File: config.mk
export PLATFORM = sky130hd
export DESIGN_NAME = ecm_index
export DESIGN_NICKNAME = d
export VERILOG_FILES = /design/src/rtl/ecm_pkg.sv /design/src/rtl/ecm_index.sv
export SDC_FILE = /design/constraint.sdc
export NUM_CORES = 1
export LEC_CHECK = 0
export ABC_CLOCK_PERIOD_IN_PS = 800
export BUFFER_PORTS_ARGS = -buffer_cell sky130_fd_sc_hd__buf_2
export CORE_UTILIZATION = 29
export DETAILED_ROUTE_END_ITERATION = 6
export HOLD_SLACK_MARGIN = 0.02
export PLACE_DENSITY = 0.71
export SLEW_MARGIN = 10
export SYNTH_ARGS = -nofsm -noshare
export SYNTH_HDL_FRONTEND = slang
export SYNTH_SLANG_ARGS = --single-unit
File: constraint.sdc
create_clock -name clk -period 0.8 [get_ports clk]
set_input_delay 0.12 -clock clk [delete_from_list [all_inputs] [get_ports clk]]
set_output_delay 0.12 -clock clk [all_outputs]
set_load 0.01 [all_outputs]
File: src/rtl/ecm_pkg.sv
`default_nettype none
package ecm_pkg;

  localparam int MAP_ENTRIES_DEF = 65536;
  localparam int EDGE_W          = 32;
  localparam int VAL_W           = 8;
  localparam int COUNT_W         = 17;
  localparam int TOTAL_W         = 32;
  localparam int CFG_IDX_W       = 1;

  localparam logic [CFG_IDX_W-1:0] CFG_WRAP_EDGE_INDEX = 1'b0;
  localparam logic [CFG_IDX_W-1:0] CFG_RARE_THRESHOLD  = 1'b1;

  typedef enum logic [1:0] {
    REQ_RECORD = 2'd0,
    REQ_CAS    = 2'd1,
    REQ_MERGE  = 2'd2,
    REQ_READ   = 2'd3
  } req_t;

  typedef enum logic [1:0] {
    ST_IDLE   = 2'd0,
    ST_REDUCE = 2'd1,
    ST_READ   = 2'd2,
    ST_MODIFY = 2'd3
  } state_t;

endpackage
`default_nettype wire

File: src/rtl/ecm_index.sv
`default_nettype none
module ecm_index #(
  parameter int MAP_ENTRIES = ecm_pkg::MAP_ENTRIES_DEF,
  localparam int ADDR_W = $clog2(MAP_ENTRIES)
) (
  input  wire logic                       clk,
  input  wire logic                       rst,
  input  wire logic                       start,
  input  wire logic [ecm_pkg::EDGE_W-1:0] raw,
  output logic                            busy,
  output logic      [ADDR_W-1:0]          slot
);

  localparam int EW       = ecm_pkg::EDGE_W;
  localparam bit IS_POW2  = (MAP_ENTRIES == (1 << ADDR_W));
  localparam logic [63:0] MAP_W64 = 64'(MAP_ENTRIES);
  // round-up reciprocal: 2^32 * (2^ADDR_W - MAP_ENTRIES) / MAP_ENTRIES + 1
  localparam logic [63:0] MAGIC_W64 =
    ((((64'd1 << ADDR_W) - MAP_W64) << EW) / MAP_W64) + 64'd1;
  localparam logic [EW-1:0] MAGIC   = EW'(MAGIC_W64);
  localparam logic [EW-1:0] MAP_LIM = EW'(MAP_ENTRIES);

  logic [2:0]      step;
  logic [EW-1:0]   num;
  logic [EW-1:0]   hi;
  logic [EW-1:0]   quo;
  logic [EW-1:0]   rem;
  logic [2*EW-1:0] prod;

  assign prod = (2*EW)'(num) * (2*EW)'(MAGIC);
  assign busy = |step;

  // advance three steps: reciprocal product, quotient, remainder
  always_ff @(posedge clk) begin
    if (rst) begin
      step <= '0;
    end else if (start) begin
      step <= IS_POW2 ? 3'b000 : 3'b001;
    end else begin
      step <= {step[1:0], 1'b0};
    end
  end

  always_ff @(posedge clk) begin
    if (start) begin
      num <= raw;
    end
    if (step[0]) begin
      hi <= prod[2*EW-1:EW];
    end
    if (step[1]) begin
      quo <= (hi + ((num - hi) >> 1)) >> (ADDR_W - 1);
    end
    if (step[2]) begin
      rem <= num - quo * MAP_LIM;
    end
  end

  assign slot = IS_POW2 ? num[ADDR_W-1:0] : rem[ADDR_W-1:0];

endmodule
`default_nettype wire

==> flow_summary.toml, run 1 <==
[drt]
drtAntennaViolNets = 0
routed_wl_um = 943
drc = 0
post_drt_wl_per_cell_um = 10.97
via_per_inst = 4.174
drt_pre_antenna_iters = 5
drtIter0Drc = 5
num_vias = 359

[cts]
htreeDepth = 1
clk_pin_slew_worst_paths_ns = 0.08
cts_buffers = 3
root_buffer = "clkbuf_4"
cts_buffer_depth = 2
clock-sinks = 16
ctsResizeCount = 0
post-cts-setup-buffers = 0
cts_tree = "done"

[placed_design]
portBuffers = 33
gp_congestion = 0.5976
placed_area_um2 = 689.4

[critical_path]
critPathTopFamily = "flip-flops"
critPathLaunchType = "register"
path_max_fanout = 1
critPathRequiredTime_ns = 0.68
timing.critical_path.buf_inv = 1
worstPathCellList = "buf_2"
arrival_ns = 0.79
slowest_delay_ns = 0.38
worstSetupPathType = "reg -> out"
cpMaxStageDelayCell = "edfxtp_1"
cp-end-kind = "output pin"

[outcome]
violations = "setup timing"
status = "complete, but fails checks"

[cells_and_area]
largest_register_ffs = 16
nNetsFinal = 107
antenna_cells = 0
top_regs = "num (16)"
final_layout_size_suffix_gt1_share_pct = 52.86
top_register = "num"
area_growth_pct = 77.35
stdcell_area_um2 = 872.1

[synth]
synth_edf_count = 16
ys_seq_elements = 16
synth_cells = 18
syn_area_per_cell_um2 = 27.32
yosysUniqueCellTypes = 3
async_flop_share_pct = 0
yosysWarnings = 0
ys.flop_type = "edfxtp_1"
synth_top_cells_by_count = "16 x edfxtp_1, 1 x buf_4, 1 x conb_1"
yosysMostFrequentCell = "edfxtp_1"
syn_nets = 53
ys_seq_area_share_pct = 97.71
synth_area_um2 = 491.7
yosysTopAreaCell = "edfxtp_1"
synth.top_cell.area_share_pct = 97.71
yosys-top-cells-area = "edfxtp_1 98%, buf_4 1.5%, conb_1 0.76%"

[sta]
fin_crit_sh_pct = 114.3
rsz0062_at_grt = "yes"
fin_setup_tns_ns = -1.494
slew_violations = 0
holdWs_ns = 0.2250
period_minus_slack_ns = 0.9147
setup_slack_ns = -0.1147
fmax_mhz = 1093
hold_viol = 0
setup_viol = 16

[hold_path]
hold-path-cell-count = 2
hold_path_end = "num[6]"
hp-class = "in -> reg"
hold_path_startpoint = "start"

[floorplanning]
initial_core_util_pct = 31.90
dieArea_mm2 = 0.001864
die_w_um = 43.18
coreArea_mm2 = 0.001541
num_io_pins = 52
die-height_um = 43.18
rows = 14

[power_and_ir_drop]
peakVddDrop_uv = 892.9
powerDensity_mw_per_mm2 = 1859
leakage_nw = 0.3797

[global_routing]
globalRouteOverflowTotal = 0
antenna_found_initial = 0
grt_max_degree = 17
grt_pass1_vias = 340
grt_pass1_wl_um = 1380
grt_usage_pct = 10.75

[job]
drv_cap = 0
-- routing by layer --
metal / track usage [%] / vias to the layer above / part of all wire (%)
li1: - / 173 / -
met1: 9.695 / 167 / 41
met4: 3.636 / 0 / 0
met3: 5.957 / 0 / 8.8
met2: 19.70 / 19 / 50
met5: 0 / - / 0
-- timing repair --
item / in CTS / in global routing
hold buffers: 14 / 2
cloned: 0 / 0
setup endpoints to repair: 16 / 16
hold endpoints to repair: 14 / 2
-- area by class of cell --
class                   instances  area, um^2
flip-flops and latches         16       480.5
clock buffers                   3       22.52
well taps                      16       20.02
fillers                       136       669.4
repair buffers                 50       345.3
multi-input cells               1       3.754
-- worst max-delay path by stage --
stage             from       end  slack (ns)  cells past startpoint
5_1_grt        num[15]  slot[15]       -0.17                      1
2_1_floorplan   num[0]   slot[0]        0.29                      0
3_5_place_dp     start   num[11]        0.13                      2
6_report       num[15]  slot[15]       -0.11                      1
3_3_place_gp     start    num[1]        0.13                      2
4_1_cts        num[15]  slot[15]       -0.14                      1
-- cells by family after synthesis --
family / synth area share (%)
flops: 97.71
other cells: 0.7626
buf+inv: 1.527
-- cell usage in the layout (no fill, tap or decap) --
cell type | netlist | layout
clkbuf_4 | 0 | 3
buf_2 | 0 | 33
buf_12 | 0 | 1
conb_1 | 1 | 1
edfxtp_1 | 16 | 16
dlygate4sd3_1 | 0 | 16
-- power by group --
group          internal, mW  leakage [nW]  switching (mW)
Combinational         0.130         0.209          0.0940
Clock                 0.174        0.0138           0.216
Sequential            0.994         0.157          0.0126
Total                  1.30         0.380           0.323
-- metrics by stage --
step                std cells  power, mW  setup WS (ns)  util, %
CTS                        84      1.633        -0.1384    55.28
finish                     86      1.621        -0.1147    56.57
global placement           67      1.186         0.1344    44.72
global route               86      1.698        -0.1680    56.57
floorplan                  18      1.074         0.2862        -
detailed placement         67      1.192         0.1301    44.72
Note: power is estimated with default switching activity, not from simulation.
==> run 2, diff against run 1 <==
--- a/config.mk
+++ b/config.mk
@@ -7,10 +7,12 @@
 export LEC_CHECK = 0
 export ABC_CLOCK_PERIOD_IN_PS = 800
 export BUFFER_PORTS_ARGS = -buffer_cell sky130_fd_sc_hd__buf_2
-export CORE_UTILIZATION = 29
+export CELL_PAD_IN_SITES_DETAIL_PLACEMENT = 0
+export CELL_PAD_IN_SITES_GLOBAL_PLACEMENT = 1
+export CORE_UTILIZATION = 21
 export DETAILED_ROUTE_END_ITERATION = 6
 export HOLD_SLACK_MARGIN = 0.02
-export PLACE_DENSITY = 0.71
+export PLACE_DENSITY_LB_ADDON = 0.1
 export SLEW_MARGIN = 10
 export SYNTH_ARGS = -nofsm -noshare
 export SYNTH_HDL_FRONTEND = slang
==> run 2 against run 1 <==
Effect of this change: the run still ends with setup timing left; critical path depth unchanged; highest routed layer unchanged; fmax shrank 1.4%; cell count rose by 15%; largest cell class unchanged; non-clock buffer count did not move; core utilization decreased by 16 points; first-iteration DRC count down 80%; sequential share of layout area down 1.2 points; combinational power hardly changed; critical endpoint is now slot[1].
==> flow_summary.toml, run 2 (synthesis results as in run 1) <==
[cells_and_area]
top_regs = "num (16)"
final_common_cell = "buf_2"
top_register = "num"
final_layout_size_suffix_gt1_share_pct = 52.11
layout_common_cells = "33 x buf_2, 16 x dlygate4sd3_1, 16 x edfxtp_1, 3 x clkbuf_4"
area_growth_pct = 81.17
largest_register_ffs = 16
fin_cells = 99
nNetsFinal = 107
utilization_pct = 40.27
antenna_cells = 0

[critical_path]
critPathRequiredTime_ns = 0.68
worstSetupPathType = "reg -> out"
path_max_fanout = 1
slowest_delay_ns = 0.38
timing.critical_path.buf_inv = 1
critPathLaunchType = "register"
arrival_ns = 0.81
cp.depth = 1
worstPathCellList = "buf_2"
cpMaxStageDelayCell = "edfxtp_1"
critPathTopFamily = "flip-flops"
cp-end-kind = "output pin"

[sta]
slew_violations = 0
setup_slack_ns = -0.1280
fin_setup_tns_ns = -1.644
rsz0062_at_grt = "yes"
setup_viol = 16
period_minus_slack_ns = 0.9280
fin_crit_sh_pct = 116.0
holdWs_ns = 0.2134
hold_viol = 0
fmax_mhz = 1078

[floorplanning]
dieArea_mm2 = 0.002539
num_io_pins = 52
coreArea_mm2 = 0.002212
initial_core_util_pct = 22.23
die-height_um = 50.39
rows = 17
die_w_um = 50.39

[global_routing]
grt_pass1_vias = 375
globalRouteOverflowTotal = 0
antenna_found_initial = 0
grt_usage_pct = 8.151
grt_pass1_wl_um = 1442
grt_max_degree = 17

[power_and_ir_drop]
leakage_nw = 0.3813
p_int_mw = 1.305
powerDensity_mw_per_mm2 = 1849
p_sw_uw = 342.1
peakVddDrop_uv = 910.6
p_clk_share_pct = 25.3
switching_share_pct = 20.77
seqPwrFrac_pct = 61.1
combPwrFrac_pct = 13.6

[outcome]
status = "complete, but fails checks"
violations = "setup timing"

[cts]
post-cts-setup-buffers = 0
cts_buffers = 3
clk_pin_slew_worst_paths_ns = 0.09
htreeDepth = 1
clock-sinks = 16
ctsResizeCount = 0
cts_buffer_depth = 2
root_buffer = "clkbuf_4"
cts_tree = "done"

[drt]
drtIter0Drc = 1
post_drt_wl_per_cell_um = 9.697
via_per_inst = 3.646
routed_wl_um = 960
drtAntennaViolNets = 0
drc = 0
drt_pre_antenna_iters = 2
num_vias = 361

[hold_path]
hold-path-cell-count = 2
hp-class = "in -> reg"

[placed_design]
portBuffers = 33
gp_congestion = 0.7016
dp_cells = 79

[job]
drv_cap = 0
==> run 2: cell count changes in the layout (fill, tap and decap cells not counted) <==
cell      delta
clkinv_1     +1
==> run 2: what timing repair did <==
action | in CTS | in global routing
pin swaps | 0 | 0
gates cloned | 0 | 0
hold endpoints to repair | 16 | 0
hold buffers | 16 | 0
setup endpoints to repair | 16 | 16
==> run 2: per-stage QoR <==
stage	instance area (um^2)	setup WS (ns)	power, mW
finish	890.9	-0.1280	1.647
global route	890.9	-0.1797	1.725
CTS	890.9	-0.1508	1.681
detailed placement	704.4	0.1309	1.194
global placement	704.4	0.1363	1.188
floorplan	491.7	0.2862	1.074
==> run 2: worst paths after layout <==
path	from	to	slack (ns)
worst min-delay path	start	num[12]	0.21
worst max-delay path	num[1]	slot[1]	-0.13
==> run 2: routing by layer <==
| layer | routed length, um | track usage (%) |
|---|---|---|
| met2 | 572 | 16.22 |
| met4 | 0 | 5.556 |
| met5 | 0 | 0 |
| met3 | 62 | 2.727 |
| met1 | 326 | 6.346 |
==> run 2: power by group through the flow <==
| stage | sequential, mW | combinational [mW] | clock, mW |
|---|---|---|---|
| floorplan | 1.07 | 0.00566 | 0 |
| global placement | 1.02 | 0.163 | 0 |
| CTS | 1.01 | 0.226 | 0.446 |
| global route | 1.02 | 0.238 | 0.472 |
| detailed placement | 1.03 | 0.167 | 0 |
| finish | 1.01 | 0.224 | 0.416 |
==> run 2: cell type report <==
type / instances / area [um^2]
Timing Repair Buffer: 50 / 345.3
Fill cell: 219 / 1321
Clock buffer: 3 / 22.52
Sequential cell: 16 / 480.5
Tap cell: 28 / 35.03
Clock inverter: 1 / 3.754
Multi-Input combinational cell: 1 / 3.754
==> run 3, diff against run 2 <==
--- a/config.mk
+++ b/config.mk
@@ -5,11 +5,12 @@
 export SDC_FILE = /design/constraint.sdc
 export NUM_CORES = 1
 export LEC_CHECK = 0
-export ABC_CLOCK_PERIOD_IN_PS = 800
+export ABC_CLOCK_PERIOD_IN_PS = 1100
 export BUFFER_PORTS_ARGS = -buffer_cell sky130_fd_sc_hd__buf_2
+export CAP_MARGIN = 25
 export CELL_PAD_IN_SITES_DETAIL_PLACEMENT = 0
 export CELL_PAD_IN_SITES_GLOBAL_PLACEMENT = 1
-export CORE_UTILIZATION = 21
+export CORE_UTILIZATION = 25
 export DETAILED_ROUTE_END_ITERATION = 6
 export HOLD_SLACK_MARGIN = 0.02
 export PLACE_DENSITY_LB_ADDON = 0.1
==> constraint.sdc (replaced) <==
create_clock -name clk -period 1.1 [get_ports clk]
set_input_delay 0.165 -clock clk [delete_from_list [all_inputs] [get_ports clk]]
set_output_delay 0.165 -clock clk [all_outputs]
set_load 0.01 [all_outputs]
==> run 3 against run 2 <==
Effect of this change: the flow now finishes without violations; via count down 22%; core utilization decreased by 0.83 points; non-clock buffer count decreased by 17; critical path depth did not move; worst setup slack improved by 0.28 ns; routed wire length fell by 26%; first-iteration DRC count up 100%; die area down 15%; critical path type unchanged.
==> flow_summary.toml, run 3 (synthesis results as in run 1) <==
[placed_design]
pre_cts_slack_ns = 0.2780
portBuffers = 33
placed_area_um2 = 680.7
gp_congestion = 0.6229

[critical_path]
path_max_fanout = 1
timing.critical_path.buf_inv = 1
critPathRequiredTime_ns = 0.94
cpMaxStageDelayCell = "edfxtp_1"
critPathLaunchType = "register"
arrival_ns = 0.79
slowest_delay_ns = 0.37
cp-end-kind = "output pin"
critPathTopFamily = "flip-flops"
worstPathCellList = "buf_2"
worstSetupPathType = "reg -> out"

[drt]
routed_wl_um = 707
via_per_inst = 3.628
drtIter0Drc = 2
drt_pre_antenna_iters = 2
drtAntennaViolNets = 0
drc = 0
num_vias = 283
post_drt_wl_per_cell_um = 9.064

[cts]
htreeDepth = 1
clock-sinks = 16
clk_pin_slew_worst_paths_ns = 0.08
holdBufCountCts = 0
cts_tree = "done"
ctsResizeCount = 0
post-cts-setup-buffers = 0
cts_buffer_depth = 2
cts_buffers = 3
root_buffer = "clkbuf_4"

[hold_path]
hold_path_startpoint = "raw[5]"
hp-class = "in -> reg"
hold-path-cell-count = 1
hold_path_end = "num[5]"

[cells_and_area]
layout_common_cells = "33 x buf_2, 16 x edfxtp_1, 3 x clkbuf_4, 1 x conb_1"
stdcell_area_um2 = 703.2
largest_register_ffs = 16
top_regs = "num (16)"
nNetsFinal = 90
top_register = "num"
final_layout_size_suffix_gt1_share_pct = 67.92
final_common_cell = "buf_2"
area_growth_pct = 43.00
antenna_cells = 0
fillers = 175

[floorplanning]
dieArea_mm2 = 0.002148
initial_core_util_pct = 27.58
die_w_um = 46.35
num_io_pins = 52
die-height_um = 46.35
coreArea_mm2 = 0.001783
rows = 15

[job]
drv_cap = 0

[global_routing]
grt_util_met2_pct = 12.22
grt_busiest_layer = "met2"
globalRouteOverflowTotal = 0
antenna_found_initial = 0
grt_pass1_wl_um = 945
use_met3_pct = 2.353
grt_use_met1_pct = 6.500
grt_max_degree = 17
grt_pass1_vias = 248
grt_usage_pct = 6.967

[sta]
fmax_mhz = 1052
rsz0062_at_grt = "no"
setup_viol = 0
fin_crit_sh_pct = 86.42
setup_slack_ns = 0.1494
hold_viol = 0
fin_setup_tns_ns = 0
period_minus_slack_ns = 0.9506
slew_violations = 0

[power_and_ir_drop]
peakVddDrop_uv = 742.1
powerDensity_mw_per_mm2 = 1591
leakage_nw = 0.3035

[outcome]
status = "finished, final reports clean"
run 3: cell count changes in the layout (fill, tap and decap cells not counted):
cell / delta
dlygate4sd3_1: -16
buf_12: -1
clkinv_1: -1
run 3: power breakdown:
part	internal, mW	total, mW	switching [mW]
Sequential	0.723	0.732	0.00876
Combinational	0.0506	0.107	0.0564
Clock	0.126	0.280	0.154
Total	0.900	1.12	0.219
run 3: worst max-delay path by stage:
stage | to | startpoint | depth (start not counted) | slack [ns]
3_5_place_dp | num[4] | start | 1 | 0.28
5_1_grt | slot[13] | num[13] | 1 | 0.09
6_report | slot[5] | num[5] | 1 | 0.15
3_3_place_gp | num[14] | start | 1 | 0.30
2_1_floorplan | slot[0] | num[0] | 0 | 0.54
4_1_cts | slot[8] | num[8] | 1 | 0.12
run 3: stage by stage:
stage | hold WS, ns | util (%) | cells | power [mW]
after CTS | 0.05273 | 39.44 | 78 | 1.143
after global routing | 0.04463 | 39.44 | 78 | 1.180
final | 0.06456 | 39.44 | 78 | 1.119
after global placement | 0.3412 | 38.18 | 75 | 0.8549
after floorplan | 0.2639 | - | 18 | 0.7812
after detailed placement | 0.3431 | 38.18 | 75 | 0.8570
run 3: area by class of cell:
cell class                      instances  area [um^2]  share of cell area (%)
Clock buffer                            3        22.52                   3.203
Multi-Input combinational cell          1        3.754                  0.5338
Sequential cell                        16        480.5                   68.33
Tap cell                               25        31.28                   4.448
Timing Repair Buffer                   33        165.2                   23.49
run 3: metal layers:
| metal | part of all wire, % | vias up |
|---|---|---|
| met4 | 0 | 0 |
| met5 | 0 | - |
| met2 | 57 | 20 |
| li1 | - | 137 |
| met3 | 10 | 0 |
| met1 | 33 | 126 |
